### config.mk
export PLATFORM = sky130hd
export DESIGN_NAME = tilt_to_drive_command_flat
export DESIGN_NICKNAME = d
export VERILOG_FILES = /design/src/hdl/ttd_pkg.sv /design/src/hdl/ttd_intf.sv /design/src/hdl/ttd_div.sv /design/src/hdl/ttd_dp.sv /design/src/hdl/ttd_ctrl.sv /design/src/hdl/tilt_to_drive_command.sv /design/src/flat_wrapper.sv
export VERILOG_INCLUDE_DIRS = /design/src /design/src/hdl
export SDC_FILE = /design/constraint.sdc
export NUM_CORES = 2
export LEC_CHECK = 0
export BUFFER_PORTS_ARGS = -buffer_cell sky130_fd_sc_hd__buf_2
export CAP_MARGIN = 20
export CORE_MARGIN = 1.5
export CORE_UTILIZATION = 40
export DETAILED_ROUTE_END_ITERATION = 12
export GPL_TIMING_DRIVEN = 1
export RECOVER_POWER = 100
export SYNTH_ARGS = -nofsm -noshare
export SYNTH_HDL_FRONTEND = slang
export SYNTH_SLANG_ARGS = --single-unit
### constraint.sdc
create_clock -name clk -period 12.9 [get_ports clk]
set_input_delay 0 -clock clk [delete_from_list [all_inputs] [get_ports clk]]
set_output_delay 0 -clock clk [all_outputs]
set_load 0.01 [all_outputs]
### src/hdl/assert_macros.svh
// Assertion helpers for the top-level RTL file.
`ifndef ASSERT_MACROS_SVH
`define ASSERT_MACROS_SVH

// Property checked at every rising clk edge outside reset.
`define TTD_ASSERT(lbl, prop, msg) \
    lbl: assert property (@(posedge clk) disable iff (!rst_n) (prop)) else $error(msg);

// Same-cycle implication.
`define TTD_ASSERT_IMP(lbl, ante, cons, msg) \
    `TTD_ASSERT(lbl, (ante) |-> (cons), msg)

`endif

### src/hdl/ttd_pkg.sv
package ttd_pkg;

    // Field widths
    localparam int SAMPLE_W  = 16;
    localparam int CFG_W     = 15;
    localparam int SPEED_W   = 7;
    localparam int DIR_W     = 2;
    localparam int CFG_IDX_W = 1;

    // Averaging window
    localparam int WINDOW_LEN = 5;
    localparam int IDX_W      = (WINDOW_LEN > 1) ? $clog2(WINDOW_LEN) : 1;
    localparam int LEN_LOG    = $clog2(WINDOW_LEN);
    localparam int SUM_W      = SAMPLE_W + LEN_LOG;
    localparam int MAG_W      = SUM_W;

    // Divide by WINDOW_LEN as multiply by a rounded-up reciprocal; exact for |sum| range.
    localparam int AVG_SHIFT = 15 + 2 * LEN_LOG;
    localparam int RECIP     = ((1 << AVG_SHIFT) + WINDOW_LEN - 1) / WINDOW_LEN;
    localparam int RECIP_W   = $clog2(RECIP + 1);
    localparam int PROD_W    = MAG_W + RECIP_W;
    localparam int AVG_W     = SAMPLE_W;

    // Speed mapping
    localparam int SPEED_FULL = 100;
    localparam int QUO_W      = SPEED_W;
    localparam int NUM_W      = CFG_W + QUO_W;
    localparam int STEP_W     = $clog2(QUO_W);
    localparam int CNT_W      = (IDX_W > STEP_W) ? IDX_W : STEP_W;

    // Register reset values and indexes
    localparam int DZ_RESET = 2000;
    localparam int FS_RESET = 16000;
    localparam logic [CFG_IDX_W-1:0] CFG_DEAD_ZONE  = 1'd0;
    localparam logic [CFG_IDX_W-1:0] CFG_FULL_SCALE = 1'd1;

    typedef enum logic [DIR_W-1:0] {
        DIR_NONE = 2'd0,
        DIR_NEG  = 2'd1,
        DIR_POS  = 2'd2
    } dir_t;

    typedef enum logic {
        AXIS_Y = 1'b0,
        AXIS_X = 1'b1
    } axis_t;

    typedef enum logic [2:0] {
        ST_IDLE,
        ST_SUM,
        ST_AVG,
        ST_PREP,
        ST_DIV,
        ST_STORE,
        ST_OUT
    } ctl_state_t;

    typedef struct packed {
        logic             load;
        logic             accum;
        logic             avg;
        logic             prep;
        logic             step;
        logic             store;
        logic             out_load;
        axis_t            axis;
        logic [IDX_W-1:0] idx;
    } ctl_cmd_t;

    typedef struct packed {
        logic fixed;
    } dp_stat_t;

endpackage

### src/hdl/ttd_intf.sv
interface ttd_sample_if;
    logic                                 valid;
    logic                                 ready;
    logic signed [ttd_pkg::SAMPLE_W-1:0]  accel_x;
    logic signed [ttd_pkg::SAMPLE_W-1:0]  accel_y;

    modport source (output valid, output accel_x, output accel_y, input ready);
    modport sink   (input valid, input accel_x, input accel_y, output ready);
endinterface

interface ttd_drive_if;
    logic                          valid;
    logic                          ready;
    logic [ttd_pkg::DIR_W-1:0]     fwd_dir;
    logic [ttd_pkg::SPEED_W-1:0]   fwd_speed;
    logic [ttd_pkg::DIR_W-1:0]     side_dir;
    logic [ttd_pkg::SPEED_W-1:0]   side_speed;
    logic                          halt;

    modport source (output valid, output fwd_dir, output fwd_speed, output side_dir,
                    output side_speed, output halt, input ready);
    modport sink   (input valid, input fwd_dir, input fwd_speed, input side_dir,
                    input side_speed, input halt, output ready);
endinterface

### src/hdl/ttd_div.sv
module ttd_div (
    input  logic                         clk,
    input  logic                         start,
    input  logic                         step,
    input  logic [ttd_pkg::NUM_W-1:0]    num,
    input  logic [ttd_pkg::CFG_W-1:0]    den,
    output logic [ttd_pkg::QUO_W-1:0]    quo
);

    // Restoring divide, one quotient bit per step; caller guarantees quotient < 2^QUO_W.
    logic [ttd_pkg::CFG_W-1:0] rem_reg, rem_next;
    logic [ttd_pkg::QUO_W-1:0] low_reg;
    logic [ttd_pkg::CFG_W-1:0] den_reg;
    logic [ttd_pkg::QUO_W-1:0] quo_reg;
    logic [ttd_pkg::CFG_W:0]   trial;
    logic                      ge;

    always_comb
    begin
        trial    = {rem_reg, low_reg[ttd_pkg::QUO_W-1]};
        ge       = (trial >= {1'b0, den_reg});
        rem_next = ge ? ttd_pkg::CFG_W'(trial - {1'b0, den_reg})
                      : ttd_pkg::CFG_W'(trial);
    end

    always_ff @(posedge clk)
    begin
        if (start)
        begin
            rem_reg <= num[ttd_pkg::NUM_W-1:ttd_pkg::QUO_W];
            low_reg <= num[ttd_pkg::QUO_W-1:0];
            den_reg <= den;
            quo_reg <= '0;
        end
        else if (step)
        begin
            rem_reg <= rem_next;
            low_reg <= {low_reg[ttd_pkg::QUO_W-2:0], 1'b0};
            quo_reg <= {quo_reg[ttd_pkg::QUO_W-2:0], ge};
        end
    end

    assign quo = quo_reg;

endmodule

### src/hdl/ttd_dp.sv
module ttd_dp (
    input  logic                                clk,
    input  logic                                rst_n,
    input  ttd_pkg::ctl_cmd_t                   cmd,
    output ttd_pkg::dp_stat_t                   stat,
    input  logic                                cfg_we,
    input  logic [ttd_pkg::CFG_IDX_W-1:0]       cfg_index,
    input  logic [ttd_pkg::CFG_W-1:0]           cfg_data,
    input  logic signed [ttd_pkg::SAMPLE_W-1:0] accel_x,
    input  logic signed [ttd_pkg::SAMPLE_W-1:0] accel_y,
    output logic [ttd_pkg::DIR_W-1:0]           fwd_dir,
    output logic [ttd_pkg::SPEED_W-1:0]         fwd_speed,
    output logic [ttd_pkg::DIR_W-1:0]           side_dir,
    output logic [ttd_pkg::SPEED_W-1:0]         side_speed,
    output logic                                halt
);

    logic [ttd_pkg::CFG_W-1:0]           dead_zone_reg;
    logic [ttd_pkg::CFG_W-1:0]           full_scale_reg;
    logic signed [ttd_pkg::SAMPLE_W-1:0] x_win_reg [ttd_pkg::WINDOW_LEN];
    logic signed [ttd_pkg::SAMPLE_W-1:0] y_win_reg [ttd_pkg::WINDOW_LEN];
    logic [ttd_pkg::IDX_W-1:0]           slot_reg;
    logic signed [ttd_pkg::SUM_W-1:0]    sum_x_reg, sum_y_reg;
    logic [ttd_pkg::PROD_W-1:0]          prod_x_reg, prod_y_reg;
    logic                                neg_x_reg, neg_y_reg;
    logic [ttd_pkg::SPEED_W-1:0]         speed_x_reg, speed_y_reg;
    logic [ttd_pkg::DIR_W-1:0]           fwd_dir_reg, side_dir_reg;
    logic [ttd_pkg::SPEED_W-1:0]         fwd_speed_reg, side_speed_reg;
    logic                                halt_reg;

    logic [ttd_pkg::MAG_W-1:0]   abs_x, abs_y;
    logic [ttd_pkg::RECIP_W-1:0] recip;
    logic [ttd_pkg::AVG_W-1:0]   mag_x, mag_y, mag_sel, dz_ext, fs_ext;
    logic                        below, sat;
    logic [ttd_pkg::SPEED_W-1:0] fixed_speed;
    logic [ttd_pkg::CFG_W-1:0]   diff, den;
    logic [ttd_pkg::NUM_W-1:0]   num;
    logic [ttd_pkg::QUO_W-1:0]   quo;

    function automatic logic [ttd_pkg::DIR_W-1:0] dir_of(
        input logic [ttd_pkg::AVG_W-1:0] m,
        input logic                      neg,
        input logic [ttd_pkg::AVG_W-1:0] dz
    );
        logic [ttd_pkg::DIR_W-1:0] d;
        d = ttd_pkg::DIR_NONE;
        if (m > dz)
            d = neg ? ttd_pkg::DIR_NEG : ttd_pkg::DIR_POS;
        return d;
    endfunction

    // Config registers
    always_ff @(posedge clk or negedge rst_n)
    begin
        if (!rst_n)
        begin
            dead_zone_reg  <= ttd_pkg::CFG_W'(ttd_pkg::DZ_RESET);
            full_scale_reg <= ttd_pkg::CFG_W'(ttd_pkg::FS_RESET);
        end
        else if (cfg_we)
        begin
            if (cfg_index == ttd_pkg::CFG_DEAD_ZONE)
                dead_zone_reg <= cfg_data;
            if (cfg_index == ttd_pkg::CFG_FULL_SCALE)
                full_scale_reg <= cfg_data;
        end
    end

    // Sample windows and shared slot
    always_ff @(posedge clk or negedge rst_n)
    begin
        if (!rst_n)
        begin
            for (int i = 0; i < ttd_pkg::WINDOW_LEN; i++)
            begin
                x_win_reg[i] <= '0;
                y_win_reg[i] <= '0;
            end
            slot_reg <= '0;
        end
        else if (cmd.load)
        begin
            x_win_reg[slot_reg] <= accel_x;
            y_win_reg[slot_reg] <= accel_y;
            slot_reg <= (slot_reg == ttd_pkg::IDX_W'(ttd_pkg::WINDOW_LEN - 1))
                        ? '0 : slot_reg + 1'b1;
        end
    end

    always_comb
    begin
        abs_x = sum_x_reg[ttd_pkg::SUM_W-1] ? ttd_pkg::MAG_W'(-sum_x_reg)
                                             : ttd_pkg::MAG_W'(sum_x_reg);
        abs_y = sum_y_reg[ttd_pkg::SUM_W-1] ? ttd_pkg::MAG_W'(-sum_y_reg)
                                             : ttd_pkg::MAG_W'(sum_y_reg);
        recip = ttd_pkg::RECIP_W'(ttd_pkg::RECIP);
        mag_x = prod_x_reg[ttd_pkg::AVG_SHIFT +: ttd_pkg::AVG_W];
        mag_y = prod_y_reg[ttd_pkg::AVG_SHIFT +: ttd_pkg::AVG_W];
    end

    // Window sums, then |sum| / WINDOW_LEN
    always_ff @(posedge clk)
    begin
        if (cmd.load)
        begin
            sum_x_reg <= '0;
            sum_y_reg <= '0;
        end
        else if (cmd.accum)
        begin
            sum_x_reg <= sum_x_reg + ttd_pkg::SUM_W'(x_win_reg[cmd.idx]);
            sum_y_reg <= sum_y_reg + ttd_pkg::SUM_W'(y_win_reg[cmd.idx]);
        end

        if (cmd.avg)
        begin
            prod_x_reg <= abs_x * recip;
            prod_y_reg <= abs_y * recip;
            neg_x_reg  <= sum_x_reg[ttd_pkg::SUM_W-1];
            neg_y_reg  <= sum_y_reg[ttd_pkg::SUM_W-1];
        end
    end

    // Speed mapping for the selected axis
    always_comb
    begin
        mag_sel     = (cmd.axis == ttd_pkg::AXIS_X) ? mag_x : mag_y;
        dz_ext      = {1'b0, dead_zone_reg};
        fs_ext      = {1'b0, full_scale_reg};
        below       = (mag_sel < dz_ext);
        sat         = (full_scale_reg <= dead_zone_reg) || (mag_sel >= fs_ext);
        stat.fixed  = below || sat;
        fixed_speed = below ? '0 : ttd_pkg::SPEED_W'(ttd_pkg::SPEED_FULL);
        // Only used when mag is between dz and fs, so the difference fits CFG_W.
        diff        = ttd_pkg::CFG_W'(mag_sel - dz_ext);
        den         = full_scale_reg - dead_zone_reg;
        num         = ttd_pkg::NUM_W'(diff) * ttd_pkg::NUM_W'(ttd_pkg::SPEED_FULL);
    end

    ttd_div u_div (
        .clk   (clk),
        .start (cmd.prep),
        .step  (cmd.step),
        .num   (num),
        .den   (den),
        .quo   (quo)
    );

    always_ff @(posedge clk)
    begin
        if (cmd.prep && stat.fixed)
        begin
            if (cmd.axis == ttd_pkg::AXIS_X)
                speed_x_reg <= fixed_speed;
            else
                speed_y_reg <= fixed_speed;
        end
        else if (cmd.store)
        begin
            if (cmd.axis == ttd_pkg::AXIS_X)
                speed_x_reg <= quo;
            else
                speed_y_reg <= quo;
        end

        if (cmd.out_load)
        begin
            fwd_dir_reg    <= dir_of(mag_y, neg_y_reg, dz_ext);
            side_dir_reg   <= dir_of(mag_x, neg_x_reg, dz_ext);
            fwd_speed_reg  <= speed_y_reg;
            side_speed_reg <= speed_x_reg;
            halt_reg       <= (speed_y_reg == '0) && (speed_x_reg == '0);
        end
    end

    assign fwd_dir    = fwd_dir_reg;
    assign fwd_speed  = fwd_speed_reg;
    assign side_dir   = side_dir_reg;
    assign side_speed = side_speed_reg;
    assign halt       = halt_reg;

endmodule

### src/hdl/ttd_ctrl.sv
module ttd_ctrl (
    input  logic               clk,
    input  logic               rst_n,
    input  logic               in_valid,
    output logic               in_ready,
    output logic               out_valid,
    input  logic               out_ready,
    input  ttd_pkg::dp_stat_t  stat,
    output ttd_pkg::ctl_cmd_t  cmd
);

    ttd_pkg::ctl_state_t       state_reg, state_next;
    logic [ttd_pkg::CNT_W-1:0] cnt_reg, cnt_next;
    ttd_pkg::axis_t            axis_reg, axis_next;
    logic                      out_valid_reg, out_valid_next;

    always_ff @(posedge clk or negedge rst_n)
    begin
        if (!rst_n)
        begin
            state_reg     <= ttd_pkg::ST_IDLE;
            cnt_reg       <= '0;
            axis_reg      <= ttd_pkg::AXIS_Y;
            out_valid_reg <= 1'b0;
        end
        else
        begin
            state_reg     <= state_next;
            cnt_reg       <= cnt_next;
            axis_reg      <= axis_next;
            out_valid_reg <= out_valid_next;
        end
    end

    always_comb
    begin
        state_next     = state_reg;
        cnt_next       = cnt_reg;
        axis_next      = axis_reg;
        out_valid_next = out_valid_reg && !out_ready;
        in_ready       = 1'b0;
        cmd            = '0;
        cmd.axis       = axis_reg;
        cmd.idx        = cnt_reg[ttd_pkg::IDX_W-1:0];

        case (state_reg)
            ttd_pkg::ST_IDLE:
            begin
                in_ready = 1'b1;
                if (in_valid)
                begin
                    cmd.load   = 1'b1;
                    cnt_next   = '0;
                    state_next = ttd_pkg::ST_SUM;
                end
            end
            ttd_pkg::ST_SUM:
            begin
                cmd.accum = 1'b1;
                if (cnt_reg == ttd_pkg::CNT_W'(ttd_pkg::WINDOW_LEN - 1))
                begin
                    cnt_next   = '0;
                    state_next = ttd_pkg::ST_AVG;
                end
                else
                    cnt_next = cnt_reg + 1'b1;
            end
            ttd_pkg::ST_AVG:
            begin
                cmd.avg    = 1'b1;
                axis_next  = ttd_pkg::AXIS_Y;
                state_next = ttd_pkg::ST_PREP;
            end
            ttd_pkg::ST_PREP:
            begin
                cmd.prep = 1'b1;
                if (!stat.fixed)
                begin
                    cnt_next   = '0;
                    state_next = ttd_pkg::ST_DIV;
                end
                else if (axis_reg == ttd_pkg::AXIS_X)
                    state_next = ttd_pkg::ST_OUT;
                else
                    axis_next = ttd_pkg::AXIS_X;
            end
            ttd_pkg::ST_DIV:
            begin
                cmd.step = 1'b1;
                if (cnt_reg == ttd_pkg::CNT_W'(ttd_pkg::QUO_W - 1))
                    state_next = ttd_pkg::ST_STORE;
                else
                    cnt_next = cnt_reg + 1'b1;
            end
            ttd_pkg::ST_STORE:
            begin
                cmd.store = 1'b1;
                if (axis_reg == ttd_pkg::AXIS_X)
                    state_next = ttd_pkg::ST_OUT;
                else
                begin
                    axis_next  = ttd_pkg::AXIS_X;
                    state_next = ttd_pkg::ST_PREP;
                end
            end
            ttd_pkg::ST_OUT:
            begin
                if (!out_valid_reg || out_ready)
                begin
                    cmd.out_load   = 1'b1;
                    out_valid_next = 1'b1;
                    state_next     = ttd_pkg::ST_IDLE;
                end
            end
            default:
            begin
                state_next = ttd_pkg::ST_IDLE;
            end
        endcase
    end

    assign out_valid = out_valid_reg;

endmodule

### src/hdl/tilt_to_drive_command.sv
// Per sample (WINDOW_LEN = 5): accept, WINDOW_LEN sum steps, average, then per axis a
//   PREP step, plus the 7-step shared divider and a store when it runs, and an output load
//   that waits while an undelivered command is held; only then is the next sample taken.
// Divider runs once per axis whose tilt sits between the dead zone and full scale.
// Reset (rst_n, async, active low): windows and slot cleared, dead_zone = 2000,
//   full_scale = 16000, output channel empty.
`include "assert_macros.svh"

module tilt_to_drive_command (
    input  logic                            clk,
    input  logic                            rst_n,
    ttd_sample_if.sink                      samples,
    ttd_drive_if.source                     commands,
    input  logic                            cfg_we,
    input  logic [ttd_pkg::CFG_IDX_W-1:0]   cfg_index,
    input  logic [ttd_pkg::CFG_W-1:0]       cfg_data
);

    // Controller and datapath talk only through these two structs.
    ttd_pkg::ctl_cmd_t cmd;
    ttd_pkg::dp_stat_t stat;

    // Sequencer: IDLE takes a sample transaction, SUM walks the windows, AVG scales the
    // sums, PREP/DIV/STORE map Y then X to a speed, OUT parks the result in the output
    // register. A new sample is taken while that register still waits to be drained.
    ttd_ctrl u_ctrl (
        .clk       (clk),
        .rst_n     (rst_n),
        .in_valid  (samples.valid),
        .in_ready  (samples.ready),
        .out_valid (commands.valid),
        .out_ready (commands.ready),
        .stat      (stat),
        .cmd       (cmd)
    );

    // Windows, sums, reciprocal multiply, dead zone logic, divider, output register.
    ttd_dp u_dp (
        .clk        (clk),
        .rst_n      (rst_n),
        .cmd        (cmd),
        .stat       (stat),
        .cfg_we     (cfg_we),
        .cfg_index  (cfg_index),
        .cfg_data   (cfg_data),
        .accel_x    (samples.accel_x),
        .accel_y    (samples.accel_y),
        .fwd_dir    (commands.fwd_dir),
        .fwd_speed  (commands.fwd_speed),
        .side_dir   (commands.side_dir),
        .side_speed (commands.side_speed),
        .halt       (commands.halt)
    );

    // Checks
    `TTD_ASSERT(a_cmd_onehot,
        $onehot0({cmd.load, cmd.accum, cmd.avg, cmd.prep, cmd.step, cmd.store, cmd.out_load}),
        "more than one datapath command active")

    `TTD_ASSERT_IMP(a_no_overwrite, cmd.out_load,
        !commands.valid || commands.ready,
        "output register reloaded while holding an undelivered transaction")

    `TTD_ASSERT_IMP(a_halt_match, commands.valid,
        commands.halt == ((commands.fwd_speed == '0) && (commands.side_speed == '0)),
        "halt flag disagrees with speeds")

    `TTD_ASSERT_IMP(a_speed_range, commands.valid,
        (commands.fwd_speed <= ttd_pkg::SPEED_W'(ttd_pkg::SPEED_FULL)) &&
        (commands.side_speed <= ttd_pkg::SPEED_W'(ttd_pkg::SPEED_FULL)),
        "speed above full scale percent")

endmodule

### src/flat_wrapper.sv
// flat-port wrapper written by rule: the top's interface ports become plain ports
module tilt_to_drive_command_flat 
  (clk, rst_n, cfg_we, cfg_index, cfg_data, samples_valid, samples_accel_x, samples_accel_y, samples_ready, commands_valid, commands_fwd_dir, commands_fwd_speed, commands_side_dir, commands_side_speed, commands_halt, commands_ready);
  ttd_sample_if samples_i ();
  ttd_drive_if commands_i ();
  input  logic clk;
  input  logic rst_n;
  input  logic cfg_we;
  input  logic [ttd_pkg::CFG_IDX_W-1:0] cfg_index;
  input  logic [ttd_pkg::CFG_W-1:0] cfg_data;
  input wire logic [$bits(samples_i.valid)-1:0] samples_valid;
  input wire logic [$bits(samples_i.accel_x)-1:0] samples_accel_x;
  input wire logic [$bits(samples_i.accel_y)-1:0] samples_accel_y;
  output wire logic [$bits(samples_i.ready)-1:0] samples_ready;
  output wire logic [$bits(commands_i.valid)-1:0] commands_valid;
  output wire logic [$bits(commands_i.fwd_dir)-1:0] commands_fwd_dir;
  output wire logic [$bits(commands_i.fwd_speed)-1:0] commands_fwd_speed;
  output wire logic [$bits(commands_i.side_dir)-1:0] commands_side_dir;
  output wire logic [$bits(commands_i.side_speed)-1:0] commands_side_speed;
  output wire logic [$bits(commands_i.halt)-1:0] commands_halt;
  input wire logic [$bits(commands_i.ready)-1:0] commands_ready;
  assign samples_i.valid = samples_valid;
  assign samples_i.accel_x = samples_accel_x;
  assign samples_i.accel_y = samples_accel_y;
  assign samples_ready = samples_i.ready;
  assign commands_valid = commands_i.valid;
  assign commands_fwd_dir = commands_i.fwd_dir;
  assign commands_fwd_speed = commands_i.fwd_speed;
  assign commands_side_dir = commands_i.side_dir;
  assign commands_side_speed = commands_i.side_speed;
  assign commands_halt = commands_i.halt;
  assign commands_i.ready = commands_ready;
  tilt_to_drive_command u_core (.clk(clk), .rst_n(rst_n), .samples(samples_i), .commands(commands_i), .cfg_we(cfg_we), .cfg_index(cfg_index), .cfg_data(cfg_data));
endmodule
## After elaboration in Yosys (flattened, before gate mapping)

Index checks and enable logic that the tools add are counted.

- Flip-flop bits (word level): 390
- Bits in latches: 0
- Bits in writable memories: 0
- Memory bits (read-only): 0
- Word-level logic and storage cells: 156
- Memories: 0

- Add/subtract/negate cells: 9
- $mul: 3
- Divide/modulo/power cells: 0
- Order comparisons: 9
- Equal/unequal tests: 17
- Shift operators: 0
- Mux-type cells: 57
- Bitwise operators: 4
- Reduce and logical (&&, ||, !) cells: 23

Operators with widths:

| kind | number |
|---|---|
| 80-bit bitwise mux | 2 |
| 16-bit binary-select mux with 3-bit select | 2 |
| 16-bit two-way mux | 6 |
| 7-bit two-way mux | 11 |
| 19-bit by 19-bit multiplier with 37-bit output (second input constant) | 2 |
| 16-bit demux with 3-bit select | 1 |
| 15-bit two-way mux | 3 |
| 15-bit subtractor | 3 |
| 19-bit by 16-bit adder with 19-bit output | 2 |
| 19-bit two-way mux | 2 |
| 19-bit negator | 2 |
| 3-bit two-way mux | 12 |
| 16-bit by 15-bit >= comparator with 1-bit output | 2 |
| 16-bit by 15-bit greater-than comparator with 1-bit output | 2 |
| 3-bit case mux with 7 select lines | 1 |
| 15-bit by 5-bit multiplier with 20-bit output (second input constant) | 1 |
| 3-bit == test (second input constant) | 6 |
| 16-bit by 15-bit less-than comparator with 1-bit output | 1 |
| 15-bit less-or-equal comparator | 1 |
| 7-bit zero test | 2 |
| 2-bit != test (second input constant) | 7 |
| 1-bit two-way mux | 13 |
| 3-bit case mux with 4 select lines | 1 |
| 2-bit AND reduction | 5 |
| other kinds (19) | 32 |

## Longest topological paths before layout

- Depth in word-level cells: 7
- Mapped depth: 33

## Hierarchy

Synthesis repeated with hierarchy kept, for this count alone.

- Cells, all modules: 3263
- Area, all modules: 33957.6 um2

Modules (own cells, without submodules):

| module | times used | cells an instance | area each (um2) | sequential area each (um2) |
|---|---|---|---|---|
| ttd_dp | 1 | 2962 | 30709.5 | 7617.3 |
| ttd_div | 1 | 230 | 2643.8 | 1251.2 |
| ttd_ctrl | 1 | 71 | 604.3 | 200.2 |

## Worst setup path after synthesis

No wires, ideal clock.

- Kind: register to register
- From: register u_core.u_dp.sum_x_reg[0] (netlist name)
- To: register u_core.u_dp.prod_x_reg[33] (netlist name), data pin
- Data arrival time: 7.039 ns
- Required time: 12.632 ns
- Setup slack: 5.594 ns
- Cell stages (with the launch flop): 30
- Period minus slack after synthesis: 7.306 ns
- Cell sequence: dfxtp_1 -> inv_1 -> nand2_1 -> or4_1 -> or2_1 -> or3b_4 -> nand2b_4 -> o21a_1 -> xor2_1 -> ha_1 -> fa_1 -> inv_1 -> fa_1 -> inv_1 -> fa_1 -> fa_1 -> inv_1 -> fa_1 -> inv_1 -> ha_1 -> a211oi_1 -> o21ai_0 -> a311oi_1 -> a21oi_1 -> a41o_1 -> a21oi_1 -> and2_1 -> o21bai_1 -> a211oi_1 -> nor2_1

- Word-level cells in the longest chain between the ends: 3

RTL lines:

| what | RTL line | RTL |
|---|---|---|
| from (decl) | ttd_dp.sv:23 | `logic signed [ttd_pkg::SUM_W-1:0] sum_x_reg, sum_y_reg;` |
| from (signal assigned) | ttd_dp.sv:111 | `sum_x_reg <= sum_x_reg + ttd_pkg::SUM_W'(x_win_reg[cmd.idx]);` |
| 19-bit negator | ttd_dp.sv:92 | `abs_x = sum_x_reg[ttd_pkg::SUM_W-1] ? ttd_pkg::MAG_W'(-sum_x_reg)` |
| 19-bit two-way mux (*) | ttd_dp.sv:92 |  |
| 19-bit by 19-bit multiplier with 37-bit output (*) | ttd_dp.sv:117 | `prod_x_reg <= abs_x * recip;` |
| to (signal assigned) | ttd_dp.sv:117 |  |
| to (decl) | ttd_dp.sv:24 | `logic [ttd_pkg::PROD_W-1:0] prod_x_reg, prod_y_reg;` |

Every way passes the cells marked *; elsewhere a longest branch is shown, timed or not.
A chain may end at the register's enable or synchronous reset.

## Worst setup path after layout

Same ends and word-level chain as after synthesis.

==> metrics <==
RSZ-0062 raised after global routing=false; violated checks=capacitance limit, slew limit; CP max stage delay=540 ps; Startpoint Class=flop; Clock Skew=20.6 ps; CTS HTree Levels=2; Post-Syn Instances=3209; M3 GR Usage=2.44%; Boundary Pins=74; Die Width=292 µm; most common cell in the netlist=inv_1; first-pass GRT wire length=125000 µm; Setup CP Type=flop to flop; drt wl/cell=17.2 µm; Max Slew Vio Count=457; root buf cell=clkbuf_16; Max stage delay cell, worst path=fa_1; layout cell share with drive strength beyond 1=11.5%; Synth area leaders=ha_1, fa_1, dfrtp_1, edfxtp_1, mux2_2; Syn. warnings=0; Initial Utilization=40.5%; Worst Path Required=13190 ps; Crit. End Element=flop; CTS tree=built; Final Hold Vio Count=0; CORE AREA=82400 µm²; Post-synth EDFFs=102; Synth top cells by count=inv_1, ha_1, fa_1, mux2_2, dfrtp_1; Arr. time, crit path=8710 ps; outcome=finished, violations left; Starting DRT DRC Count=1144; fin nets=4136; Port Buffers=73; post-cts resize count=0; setup TNS=0 ps; Die Area=85200 µm²; final setup violation count=0; critical path buffer and inverter count=6; post-CTS setup buffer count=0; critical path capture point=u_core.u_dp.prod_x_reg[33]$_DFFE_PP_; CP max FO=8; Avg Cell Area, Syn=10.4 µm²; cts-stage hold buffer count=54; post-synth top area share=18.9%; clock-pin slew on the worst setup and hold paths=60 ps; final wirelength=76400 µm; GR Util met1=25.3%; cell mode on critical path=inv_1; Seq cells post-synth=348; First-pass DRT Iterations=5; antenna violations before repair=4; CTS max path bufs=3; vias per inst=5.15; Peak Freq=119 MHz; CTS Sinks=348; Via Count=22800; routability cong.=0.922; Reg-to-Reg End=u_core.u_dp.prod_x_reg[33]$_DFFE_PP_; Post-synth ARST share=57.8%; library cells used by synthesis=86; Seq/Total Area, Yosys=27.0%; vias in the first global route=23600; Period minus WS final=8410 ps; fillers=7844; Synth Net Count=4013; reg-to-reg startpoint=u_core.u_dp.sum_x_reg[0]$_SDFFE_PP0P_; synthesis-to-finish area growth=10.2%; start point of the critical path=u_core.u_dp.sum_x_reg[0]$_SDFFE_PP0P_; Slew @ Worst Pin=4590 ps; Crit path depth=31; r2r setup slk=4490 ps; GRT busiest layer=met2; met2 Use GR=30.3%; clk_lat worst skew=570 ps; Mapped Area=33400 µm²; area leader, netlist=ha_1; post-route ant nets=0; GRT overflow=0; Die Y=292 µm; Top delay family on crit path=adder cells; Reg2Reg Depth=31; row count=105; Global Route Usage Sum=18.3%; Post-route DRC=0; Slew headroom=-206%; worst min path class=input pin to flop; largest net degree at the start of global routing=86; TritonCTS Buffers=40; maxcap violations=11; Period Utilization, post-route=65.2%; top_reg_cell synth=dfrtp_1; HPWL Detailed=61400 µm
## routing by layer
metal,share of wire [%],up-vias,wire length [µm]
li1,-,11200,-
met1,47,11100,36200
met2,46,405,35300
met3,4.2,101,3220
met4,2.2,2,1670
met5,0.013,-,10
## cell families (layout without fill, tap and decap cells)
logic type               count (synthesis)  after routing  synth area share, %
adder cells (fa/ha/maj)                751            751                 33.7
buffers and inverters                  611            766                 6.92
AND/OR/NAND/NOR                        534            534                 7.78
AO/OA/AOI/OAI                          517            517                 10.1
flip-flops                             348            348                 27.0
multiplexers                           231            231                 8.78
XOR/XNOR                               217            217                 5.72
other                                    0              2                    0
## stage by stage
stage / area [µm²] / instances / setup WS (ps) / hold slack [ps] / utilization [%]
finish: 36800 / 4436 / 4490 / 228 / 44.7
global route: 36800 / 4435 / 3790 / 233 / 44.7
CTS: 37000 / 4434 / 4740 / 45.6 / 44.9
detailed placement: 35000 / 4306 / 4740 / 102 / 42.5
global placement: 35000 / 4305 / 4850 / 108 / 42.5
floorplan: 33400 / 3209 / 5590 / -296 / -
## worst min-delay path, delay by kind of cell
| family | cells | cell delay, ps |
|---|---|---|
| compound gates | 1 | 60 |
| buf+inv | 2 | 660 |
| simple gates | 1 | 40 |
## cell usage in the layout, fill, tap and decap left out, types with 54 or more instances in the layout
cell / instances
nor2_1: 123
a21o_1: 64
ha_1: 504
dlygate4sd3_1: 54
xor2_1: 77
nand2_1: 173
inv_1: 537
dfrtp_1: 187
mux2_2: 192
edfxtp_1: 102
a21oi_1: 165
o21ai_0: 91
fa_1: 247
xnor2_1: 140
## worst min-delay path by stage
stage / start / endpoint / slack, ps / depth (start not counted)
detailed placement: rst_n / u_core.u_dp.y_win_reg[39]$_DFFE_PN0P_ / 100 / 1
floorplan: rst_n / u_core.u_ctrl.axis_reg$_DFFE_PN0P_ / -300 / 0
CTS: rst_n / u_core.u_dp.y_win_reg[39]$_DFFE_PN0P_ / 50 / 2
global placement: rst_n / u_core.u_dp.y_win_reg[39]$_DFFE_PN0P_ / 110 / 1
global route: cfg_data[1] / u_core.u_dp.full_scale_reg[1]$_DFFE_PN0P_ / 230 / 3
finish: cfg_data[2] / u_core.u_dp.dead_zone_reg[2]$_DFFE_PN0P_ / 230 / 4
## area by class of cell
class | count | area (µm²) | area share, %
diodes | 2 | 5.00 | 0.0136
repair buffers | 150 | 982 | 2.67
clock buffers | 53 | 1140 | 3.11
inverters | 542 | 2030 | 5.53
flip-flops and latches | 348 | 9010 | 24.5
multi-input cells | 2250 | 22000 | 59.8
well taps | 1070 | 1340 | 3.64
clock inverters | 21 | 278 | 0.755
Power is left out: the tool's default activity adds up to more than one toggle a clock period on the data nets, which glitch-free logic cannot reach.
